===== src/hw/rtl/ssfwa_pkg.sv =====
// Shared constants, widths and codes for the sample spike filter with window average.
package ssfwa_pkg;

  localparam int unsigned WINDOW_DEPTH = 64;
  localparam int unsigned PtrW = (WINDOW_DEPTH > 1) ? $clog2(WINDOW_DEPTH) : 1;

  localparam int unsigned SampleW = 24;
  localparam int unsigned DeltaW  = 23;
  localparam int unsigned CountW  = 7;
  localparam int unsigned SumW    = 31;
  localparam int unsigned MagW    = SumW - 1;
  localparam int unsigned AluW    = 32;
  localparam int unsigned IterW   = $clog2(MagW);

  localparam int unsigned AddrW = 4;
  localparam int unsigned DataW = 32;

  typedef enum logic [1:0] {
    REG_MIN_VALUE   = 2'd0,
    REG_MAX_VALUE   = 2'd1,
    REG_MAX_DELTA   = 2'd2,
    REG_SPIKE_CHECK = 2'd3
  } reg_idx_e;

  typedef enum logic [1:0] {
    STATUS_ACCEPTED = 2'd0,
    STATUS_RANGE    = 2'd1,
    STATUS_SPIKE    = 2'd2,
    STATUS_AVERAGE  = 2'd3
  } status_e;

  localparam logic OP_SAMPLE  = 1'b0;
  localparam logic OP_AVERAGE = 1'b1;

  localparam logic signed [SampleW-1:0] MIN_RESET = -24'sd3000;
  localparam logic signed [SampleW-1:0] MAX_RESET = 24'sd6000;
  localparam logic [DeltaW-1:0]         DELTA_RESET = 23'd1500;

endpackage


===== src/hw/rtl/sample_spike_filter_window_average.sv =====
// Top level: sample range and spike filter with a ring window and serial average.
//
// Input channel (in_valid_i / in_stall_o): one beat carries operation_i,
// sample_value_i and sample_invalid_i. operation_i low offers a sample,
// high asks for the truncated average of the window.
// Output channel (out_valid_o / out_stall_i): exactly one result beat per
// input beat, in order, with status_o, average_value_o and entry_count_o.
// A sample passes the range checks, jump check and window update in turn,
// each through the one shared 32 bit adder.
// An average produces one bit of quotient per cycle through the same adder
// over the 30 bit magnitude of the running sum.
// An empty window or an invalid mark goes straight to the output state.
// The next input beat can be taken in the cycle after the result is loaded.
// in_stall_o is high while an item is being worked on; a result waiting in
// the output register does not hold off the next input beat, but the next
// result waits for it to be taken while out_stall_i is high.
// Reset clears the window count, write slot, running sum and last sample
// and loads the register defaults; window contents are left as they are. The user
// writes registers over the APB port only while the block is idle (unchecked).
module sample_spike_filter_window_average (
  input  logic                           clk_i,
  input  logic                           rst_ni,
  input  logic                           psel,
  input  logic                           penable,
  input  logic                           pwrite,
  input  logic [ssfwa_pkg::AddrW-1:0]    paddr,
  input  logic [ssfwa_pkg::DataW-1:0]    pwdata,
  output logic [ssfwa_pkg::DataW-1:0]    prdata,
  output logic                           pready,
  input  logic                           in_valid_i,
  output logic                           in_stall_o,
  input  logic                           operation_i,
  input  logic signed [ssfwa_pkg::SampleW-1:0] sample_value_i,
  input  logic                           sample_invalid_i,
  output logic                           out_valid_o,
  input  logic                           out_stall_i,
  output logic [1:0]                     status_o,
  output logic signed [ssfwa_pkg::SampleW-1:0] average_value_o,
  output logic [ssfwa_pkg::CountW-1:0]   entry_count_o
);
  import ssfwa_pkg::*;

  localparam logic [3:0] ST_IDLE = 4'd0;
  localparam logic [3:0] ST_CMIN = 4'd1;
  localparam logic [3:0] ST_CMAX = 4'd2;
  localparam logic [3:0] ST_DIFF = 4'd3;
  localparam logic [3:0] ST_ABS  = 4'd4;
  localparam logic [3:0] ST_DCMP = 4'd5;
  localparam logic [3:0] ST_SUB  = 4'd6;
  localparam logic [3:0] ST_ADD  = 4'd7;
  localparam logic [3:0] ST_SABS = 4'd8;
  localparam logic [3:0] ST_DIV  = 4'd9;
  localparam logic [3:0] ST_SIGN = 4'd10;
  localparam logic [3:0] ST_OUT  = 4'd11;

  localparam logic [IterW-1:0]  LastIter = IterW'(MagW - 1);
  localparam logic [CountW-1:0] FullCount = CountW'(WINDOW_DEPTH);
  localparam logic [PtrW-1:0]   LastPtr = PtrW'(WINDOW_DEPTH - 1);

  // configuration
  logic signed [SampleW-1:0] min_q, max_q;
  logic [DeltaW-1:0]         delta_q;
  logic                      spike_en_q;
  logic                      cfg_we;
  reg_idx_e                  cfg_idx;

  assign pready  = 1'b1;
  assign cfg_we  = psel & penable & pwrite & pready;
  assign cfg_idx = reg_idx_e'(paddr[3:2]);

  always_ff @(posedge clk_i or negedge rst_ni) begin
    if (!rst_ni) begin
      min_q      <= MIN_RESET;
      max_q      <= MAX_RESET;
      delta_q    <= DELTA_RESET;
      spike_en_q <= 1'b1;
    end else if (cfg_we) begin
      unique case (cfg_idx)
        REG_MIN_VALUE:   min_q      <= pwdata[SampleW-1:0];
        REG_MAX_VALUE:   max_q      <= pwdata[SampleW-1:0];
        REG_MAX_DELTA:   delta_q    <= pwdata[DeltaW-1:0];
        REG_SPIKE_CHECK: spike_en_q <= pwdata[0];
        default: ;
      endcase
    end
  end

  always_comb begin
    unique case (cfg_idx)
      REG_MIN_VALUE:   prdata = DataW'(min_q);
      REG_MAX_VALUE:   prdata = DataW'(max_q);
      REG_MAX_DELTA:   prdata = DataW'(delta_q);
      REG_SPIKE_CHECK: prdata = DataW'(spike_en_q);
      default:         prdata = '0;
    endcase
  end

  // datapath state
  logic [3:0]                state_q, state_d;
  logic                      op_q, op_d;
  logic signed [SampleW-1:0] val_q, val_d;
  logic signed [SampleW-1:0] last_q, last_d;
  logic [PtrW-1:0]           wpos_q, wpos_d;
  logic [CountW-1:0]         count_q, count_d;
  logic signed [SumW-1:0]    sum_q, sum_d;
  logic signed [AluW-1:0]    acc_q, acc_d;
  logic [MagW-1:0]           dvd_q, dvd_d;
  logic [IterW-1:0]          iter_q, iter_d;
  logic                      neg_q, neg_d;
  logic [1:0]                res_status_q, res_status_d;
  logic signed [SampleW-1:0] res_avg_q, res_avg_d;
  logic                      out_valid_q, out_valid_d;
  logic [1:0]                status_q, status_d;
  logic signed [SampleW-1:0] avg_out_q, avg_out_d;
  logic [CountW-1:0]         cnt_out_q, cnt_out_d;

  // shared adder
  logic signed [AluW-1:0] alu_a, alu_b, alu_res;
  logic                   alu_sub;
  assign alu_res = alu_a + (alu_sub ? ~alu_b : alu_b) + AluW'(alu_sub);

  logic                   in_acc;
  logic                   ram_we, ram_re;
  logic [SampleW-1:0]     ram_rdata;
  logic [AluW-1:0]        rem_sh;

  assign in_stall_o = (state_q != ST_IDLE);
  assign in_acc     = in_valid_i & ~in_stall_o;
  assign ram_re     = in_acc;
  assign ram_we     = (state_q == ST_ADD);
  assign rem_sh     = {acc_q[AluW-2:0], dvd_q[MagW-1]};

  ssfwa_ram #(
    .Width(SampleW),
    .Depth(WINDOW_DEPTH)
  ) u_window (
    .clk_i  (clk_i),
    .we_i   (ram_we),
    .waddr_i(wpos_q),
    .wdata_i(val_q),
    .re_i   (ram_re),
    .raddr_i(wpos_q),
    .rdata_o(ram_rdata)
  );

  always_comb begin
    state_d      = state_q;
    op_d         = op_q;
    val_d        = val_q;
    last_d       = last_q;
    wpos_d       = wpos_q;
    count_d      = count_q;
    sum_d        = sum_q;
    acc_d        = acc_q;
    dvd_d        = dvd_q;
    iter_d       = iter_q;
    neg_d        = neg_q;
    res_status_d = res_status_q;
    res_avg_d    = res_avg_q;
    out_valid_d  = out_valid_q & out_stall_i;
    status_d     = status_q;
    avg_out_d    = avg_out_q;
    cnt_out_d    = cnt_out_q;
    alu_a        = '0;
    alu_b        = '0;
    alu_sub      = 1'b1;

    unique case (state_q)
      ST_IDLE: begin
        if (in_acc) begin
          op_d      = operation_i;
          val_d     = sample_value_i;
          res_avg_d = '0;
          if (operation_i == OP_AVERAGE) begin
            res_status_d = STATUS_AVERAGE;
            state_d      = (count_q == '0) ? ST_OUT : ST_SABS;
          end else if (sample_invalid_i) begin
            res_status_d = STATUS_RANGE;
            state_d      = ST_OUT;
          end else begin
            state_d = ST_CMIN;
          end
        end
      end
      ST_CMIN: begin
        alu_a = AluW'(val_q);
        alu_b = AluW'(min_q);
        if (alu_res[AluW-1]) begin
          res_status_d = STATUS_RANGE;
          state_d      = ST_OUT;
        end else begin
          state_d = ST_CMAX;
        end
      end
      ST_CMAX: begin
        alu_a = AluW'(max_q);
        alu_b = AluW'(val_q);
        if (alu_res[AluW-1]) begin
          res_status_d = STATUS_RANGE;
          state_d      = ST_OUT;
        end else if (spike_en_q && count_q != '0) begin
          state_d = ST_DIFF;
        end else begin
          state_d = ST_SUB;
        end
      end
      ST_DIFF: begin
        alu_a   = AluW'(val_q);
        alu_b   = AluW'(last_q);
        acc_d   = alu_res;
        state_d = ST_ABS;
      end
      ST_ABS: begin
        alu_b = acc_q;
        if (acc_q[AluW-1]) begin
          acc_d = alu_res;
        end
        state_d = ST_DCMP;
      end
      ST_DCMP: begin
        alu_a = AluW'(delta_q);
        alu_b = acc_q;
        if (alu_res[AluW-1]) begin
          res_status_d = STATUS_SPIKE;
          state_d      = ST_OUT;
        end else begin
          state_d = ST_SUB;
        end
      end
      ST_SUB: begin
        alu_a = AluW'(sum_q);
        alu_b = AluW'($signed(ram_rdata));
        if (count_q == FullCount) begin
          sum_d = alu_res[SumW-1:0];
        end else begin
          count_d = count_q + 1'b1;
        end
        state_d = ST_ADD;
      end
      ST_ADD: begin
        alu_a        = AluW'(sum_q);
        alu_b        = AluW'(val_q);
        alu_sub      = 1'b0;
        sum_d        = alu_res[SumW-1:0];
        last_d       = val_q;
        wpos_d       = (wpos_q == LastPtr) ? '0 : wpos_q + 1'b1;
        res_status_d = STATUS_ACCEPTED;
        state_d      = ST_OUT;
      end
      ST_SABS: begin
        alu_b   = AluW'(sum_q);
        neg_d   = sum_q[SumW-1];
        dvd_d   = sum_q[SumW-1] ? alu_res[MagW-1:0] : sum_q[MagW-1:0];
        acc_d   = '0;
        iter_d  = '0;
        state_d = ST_DIV;
      end
      ST_DIV: begin
        alu_a = rem_sh;
        alu_b = AluW'(count_q);
        if (alu_res[AluW-1]) begin
          acc_d = rem_sh;
          dvd_d = {dvd_q[MagW-2:0], 1'b0};
        end else begin
          acc_d = alu_res;
          dvd_d = {dvd_q[MagW-2:0], 1'b1};
        end
        iter_d = iter_q + 1'b1;
        if (iter_q == LastIter) begin
          state_d = ST_SIGN;
        end
      end
      ST_SIGN: begin
        alu_b     = AluW'(dvd_q);
        res_avg_d = neg_q ? alu_res[SampleW-1:0] : dvd_q[SampleW-1:0];
        state_d   = ST_OUT;
      end
      ST_OUT: begin
        if (!out_valid_q || !out_stall_i) begin
          out_valid_d = 1'b1;
          status_d    = res_status_q;
          avg_out_d   = res_avg_q;
          cnt_out_d   = count_q;
          state_d     = ST_IDLE;
        end
      end
      default: state_d = ST_IDLE;
    endcase
  end

  always_ff @(posedge clk_i or negedge rst_ni) begin
    if (!rst_ni) begin
      state_q     <= ST_IDLE;
      wpos_q      <= '0;
      count_q     <= '0;
      sum_q       <= '0;
      last_q      <= '0;
      out_valid_q <= 1'b0;
    end else begin
      state_q     <= state_d;
      wpos_q      <= wpos_d;
      count_q     <= count_d;
      sum_q       <= sum_d;
      last_q      <= last_d;
      out_valid_q <= out_valid_d;
    end
  end

  always_ff @(posedge clk_i) begin
    op_q         <= op_d;
    val_q        <= val_d;
    acc_q        <= acc_d;
    dvd_q        <= dvd_d;
    iter_q       <= iter_d;
    neg_q        <= neg_d;
    res_status_q <= res_status_d;
    res_avg_q    <= res_avg_d;
    status_q     <= status_d;
    avg_out_q    <= avg_out_d;
    cnt_out_q    <= cnt_out_d;
  end

  assign out_valid_o     = out_valid_q;
  assign status_o        = status_q;
  assign average_value_o = avg_out_q;
  assign entry_count_o   = cnt_out_q;

`ifndef SYNTH
  a_count_bound: assert property (@(posedge clk_i) disable iff (!rst_ni)
    count_q <= FullCount)
    else $error("window count above depth");

  a_add_nonempty: assert property (@(posedge clk_i) disable iff (!rst_ni)
    (state_q == ST_ADD) |=> (count_q != '0) && (state_q == ST_OUT))
    else $error("window update did not leave a held sample");

  a_div_end: assert property (@(posedge clk_i) disable iff (!rst_ni)
    (state_q == ST_DIV && iter_q == LastIter) |=> (state_q == ST_SIGN))
    else $error("division did not finish after the last quotient bit");

  a_avg_op: assert property (@(posedge clk_i) disable iff (!rst_ni)
    (state_q == ST_SABS) |-> (op_q == OP_AVERAGE) && (count_q != '0))
    else $error("division started without an average request on a filled window");
`endif

endmodule


===== src/hw/rtl/ssfwa_ram.sv =====
// Generic single write port, single read port RAM with registered read data.
module ssfwa_ram #(
  parameter int unsigned Width = 24,
  parameter int unsigned Depth = 64,
  localparam int unsigned AW = (Depth > 1) ? $clog2(Depth) : 1
) (
  input  logic             clk_i,
  input  logic             we_i,
  input  logic [AW-1:0]    waddr_i,
  input  logic [Width-1:0] wdata_i,
  input  logic             re_i,
  input  logic [AW-1:0]    raddr_i,
  output logic [Width-1:0] rdata_o
);

  logic [Width-1:0] mem_q [Depth];
  logic [Width-1:0] rdata_q;

  always_ff @(posedge clk_i) begin
    if (we_i) begin
      mem_q[waddr_i] <= wdata_i;
    end
    if (re_i) begin
      rdata_q <= mem_q[raddr_i];
    end
  end

  assign rdata_o = rdata_q;

endmodule


===== config.mk =====
export PLATFORM = sky130hd
export DESIGN_NAME = sample_spike_filter_window_average
export DESIGN_NICKNAME = d
export VERILOG_FILES = /design/src/hw/rtl/ssfwa_pkg.sv /design/src/hw/rtl/sample_spike_filter_window_average.sv /design/src/hw/rtl/ssfwa_ram.sv
export SDC_FILE = /design/constraint.sdc
export NUM_CORES = 2
export LEC_CHECK = 0
export ABC_AREA = 1
export BUFFER_PORTS_ARGS = -buffer_cell sky130_fd_sc_hd__buf_2
export CAP_MARGIN = 20
export CORE_ASPECT_RATIO = 0.7
export CORE_MARGIN = 4
export CORE_UTILIZATION = 55
export CTS_CLUSTER_DIAMETER = 120
export DETAILED_ROUTE_END_ITERATION = 16
export PLACE_DENSITY = 0.74
export SLEW_MARGIN = 25
export SYNTH_ARGS = -nofsm -noshare
export SYNTH_HDL_FRONTEND = slang
export SYNTH_SLANG_ARGS = --single-unit

===== constraint.sdc =====
create_clock -name clk_i -period 4.48 [get_ports clk_i]
set_clock_uncertainty 0.2 [all_clocks]
set_input_delay 0.224 -clock clk_i [delete_from_list [all_inputs] [get_ports clk_i]]
set_output_delay 0.224 -clock clk_i [all_outputs]
set_load 0.005 [all_outputs]

==> results by group <==
Floorplan
  • Top Ports: 137
  • Width of the die: roughly 440 um
  • Height of the die: around 310 um
  • Floorplan row count: ~110
  • Core area: approximately 0.13 sq mm
  • Die ar.: between 0.1 and 0.15 sq mm
  • Initial Util: 0.556

Detailed routing
  • Detailed Route Iter0 Violations: between 8,000 and 9,000
  • Vias: ~50,000
  • DRT antenna net count: 0
  • WL final: roughly 250,000 um
  • First-pass iteration count of the detailed router: 7
  • DRC violations left: 0
  • Post-DR wirelength/cell: approximately 32 um
  • Vias per cell: around 6.6

Timing
  • Final min period: between 4 and 5 ns
  • Worst Tran Pin Value: 1.16 ns
  • Fmax: 0.222 GHz
  • Period utilization: 1.01
  • Final setup viols: 1
  • Setup TNS: -0.0313 ns
  • Final Hold Viols: 0
  • Final worst slack: -0.0313 ns
  • Min Hold Slack: approximately 0.05 ns
  • Relative slew margins: 0.223
  • RSZ-0062 raised after global routing: yes
  • Fin. max-slew vios: 0

CTS
  • CTS root buffer: clkbuf_16
  • H-Tree Depth: 4
  • Clk_lat worst skew: 0.80 ns
  • CTS buffer count: roughly 160
  • CTS tree: yes
  • Worst-path clk slew: about 0.07 ns
  • Sink Count: roughly 1,900
  • CTS max path bufs: 3

Power and ir drop
  • Clock share of power: 0.221
  • Switch Pwr: 25.6 mW
  • Sequential share of power: 0.337
  • Max VDD drop: 0.684 mV
  • Leakage power: 30.6 nW
  • Pwr dens: ~750 mW/mm^2
  • Sw frac: 0.393
  • Pint: 39.6 mW
  • Combinational Power Share: 0.443

Setup path
  • Critical Path AT: 4.94 ns
  • Crit path launch type: register
  • RR Startpoint: state_q[1]
  • Worst R2R Path Depth: 25
  • Crit path capture type: register
  • CP Max Fanout: 6
  • RR Endpoint: acc_q[24]
  • Setup Crit Path Kind: register to register
  • R2R setup slack: -0.03 ns
  • Req. time, crit path: a little under 5 ns

Placed design
  • Port Buffer Count: ~130
  • Final Wtd Congestion: roughly 1.1
  • Dpl hpwl: 157,000 um
  • Placed insts: about 7,300
  • Pre-CTS WS: -0.730 ns

Logic synthesis
  • Distinct cell type count after synthesis: 55
  • Asr flop ratio synth: 0.0781
  • Post-synth EDFFs: 1,711
  • Register bit total from synthesis: 1,856
  • Top FF cell, synth: edfxtp_1
  • Ys Warns: 0
  • Gate count of the mapped netlist: 5,230
  • Syn nets: between 5,000 and 6,000
  • Mapped cell area: 0.0730 sq mm
  • Seq/Total Area, Yosys: 0.754
  • Synth Area per Inst: 14.0 sq um

Finish
  • Util after Layout: 0.660
  • Fin cells: roughly 7,700
  • Nets: roughly 6,000
  • Area growth from synthesis to final layout: 18.9%
  • Share of post-route cells with drive strength above 1: 0.199

GRT
  • Initial antenna violation count: 14
  • Congestion Overflow GR: 0
  • First-pass GRT wire length: 346,000 um
  • Vias in the first global route: approximately 47,000
  • Largest net degree at the start of global routing: 84
  • Total GRT Usage: 0.348

Hold path
  • Hold Startpoint: sample_value_i[23]
  • Hold Path End: val_q[23]
  • Hold WC Path Type: input port to register
  • Hold path cells: 2

Outcome
  • Failing checks: negative setup slack
  • Outcome: finished with violations

Flow run
  • Max-cap violations: 0
[flip-flops by register name, indices dropped and copies added (netlist names)]
signal / flops
last_q: 24
u_window.mem_q: 1536
res_avg_q: 24
delta_q: 23
u_window.rdata_o: 24
max_q: 24
dvd_q: 30
val_q: 24
sum_q: 31
neg_q: 1
count_q: 7
out_valid_o: 1
spike_en_q: 1
status_o: 2
state_q: 4
min_q: 24
iter_q: 5
res_status_q: 2
wpos_q: 6
acc_q: 32
entry_count_o: 7
average_value_o: 24
[critical path: stages, from the launching register on]
cell	delay, ns
dfrtp_2	0.45
inv_2	0.09
nor2_4	0.06
nand2_2	0.09
nand2_4	0.12
a221oi_4	0.51
buf_4	0.20
o2111ai_4	0.11
xor2_1	0.17
ha_1	0.37
nand2_1	0.10
inv_1	0.07
a21oi_2	0.16
buf_6	0.15
o21ai_4	0.12
nand3_4	0.09
o311ai_4	0.08
a21oi_2	0.15
nand2_1	0.08
nand2_2	0.11
nand2_4	0.10
buf_12	0.14
nor2_8	0.18
clkinv_4	0.11
buf_12	0.16
o21ai_2	0.13
[cell usage after synthesis (all sizes together), types with 4 or more instances]
master,count,share of area
a211oi,9,0.00093
nor3,17,0.0012
dfrtp,115,0.039
a31oi,5,0.00043
clkbuf,221,0.011
ha,35,0.0060
o221ai,6,0.00072
a221oi,229,0.027
a21oi,135,0.0093
a21boi,4,0.00041
nand2,1078,0.056
o22ai,31,0.0027
xor2,51,0.0061
buf,57,0.0039
nand4,179,0.015
a2111o,4,0.00062
o21a,5,0.00051
o2111ai,21,0.0025
inv,265,0.014
a22o,156,0.019
a22oi,251,0.026
nor2,171,0.0097
a21o,6,0.00062
xnor2,5,0.00060
edfxtp,1711,0.70
o21ai,279,0.020
o211ai,12,0.0012
or2,7,0.00060
dfstp,30,0.011
nand3,110,0.0077
clkinv,9,0.00046
[cell usage in the layout, fill, tap and decap left out, types with 113 or more instances in the layout]
master	n
a22oi_1	251
edfxtp_1	1711
dfrtp_1	113
inv_1	245
nand4_1	179
buf_2	124
a22o_1	156
a21oi_1	114
nand2_1	1042
a221oi_1	206
buf_4	447
clkbuf_16	170
o21ai_0	207
[through the flow]
step	power, mW	cell area [sq um]
floorplan	33.4	73000
global placement	47.3	79400
detailed placement	47.4	79400
CTS	62.1	86000
global route	66.9	86700
finish	65.2	86800
[metal layers]
layer / GRT usage / up-vias / share of wire
met3: 0.164 / 413 / 0.18
li1: - / 21100 / -
met4: 0.0734 / 12 / 0.020
met5: 0 / - / 0.00098
met1: 0.525 / 25500 / 0.39
met2: 0.459 / 4280 / 0.41
[cell families (layout without fill, tap and decap cells)]
logic type,after synthesis,after routing,synth area share
flops,1856,1856,0.754
other cells,1,11,0.0000514
xor+xnor,56,56,0.00672
compound gates,1161,1161,0.112
fa+ha+maj,36,36,0.00627
simple gates,1568,1568,0.0911
buf+inv,552,1310,0.0293
[repair_timing]
item	4_1_cts	5_1_grt
setup buffers	2	14
endpoints found under the setup margin	76	85
gates resized for setup	55	165
pin swaps	12	56
hold endpoints to repair	256	0
hold buffers	88	0
cloned	1	0
[power groups by stage]
stage | combinational (mW) | sequential [mW] | clock [mW]
global route | 29.8 | 21.9 | 15.2
finish | 28.8 | 21.9 | 14.4
detailed placement | 25.3 | 22.1 | 0
global placement | 25.2 | 22.2 | 0
floorplan | 11.5 | 21.9 | 0
CTS | 25.9 | 21.8 | 14.4
[cell type report]
| cell class | count | area [sq um] |
|---|---|---|
| well taps | 1751 | 2190 |
| diodes | 10 | 25.0 |
| fillers | 9080 | 44600 |
| clock buffers | 212 | 4500 |
| repair buffers | 732 | 6180 |
| flip-flops and latches | 1856 | 55000 |
| clock inverters | 92 | 918 |
| inverters | 274 | 1050 |
| multi-input cells | 2822 | 16900 |
[how the worst max path moves through the flow]
stage,endpoint,depth (start not counted),startpoint,slack [ns]
after detailed placement,acc_q[30],27,state_q[1],-0.73
after global routing,acc_q[24],26,state_q[1],-0.11
final,acc_q[24],25,state_q[1],-0.03
after global placement,acc_q[30],27,state_q[3],-0.79
after CTS,acc_q[30],27,state_q[0],-0.03
after floorplan,acc_q[7],10,state_q[2],0.32
No activity file was read; power rests on OpenSTA's default activity.
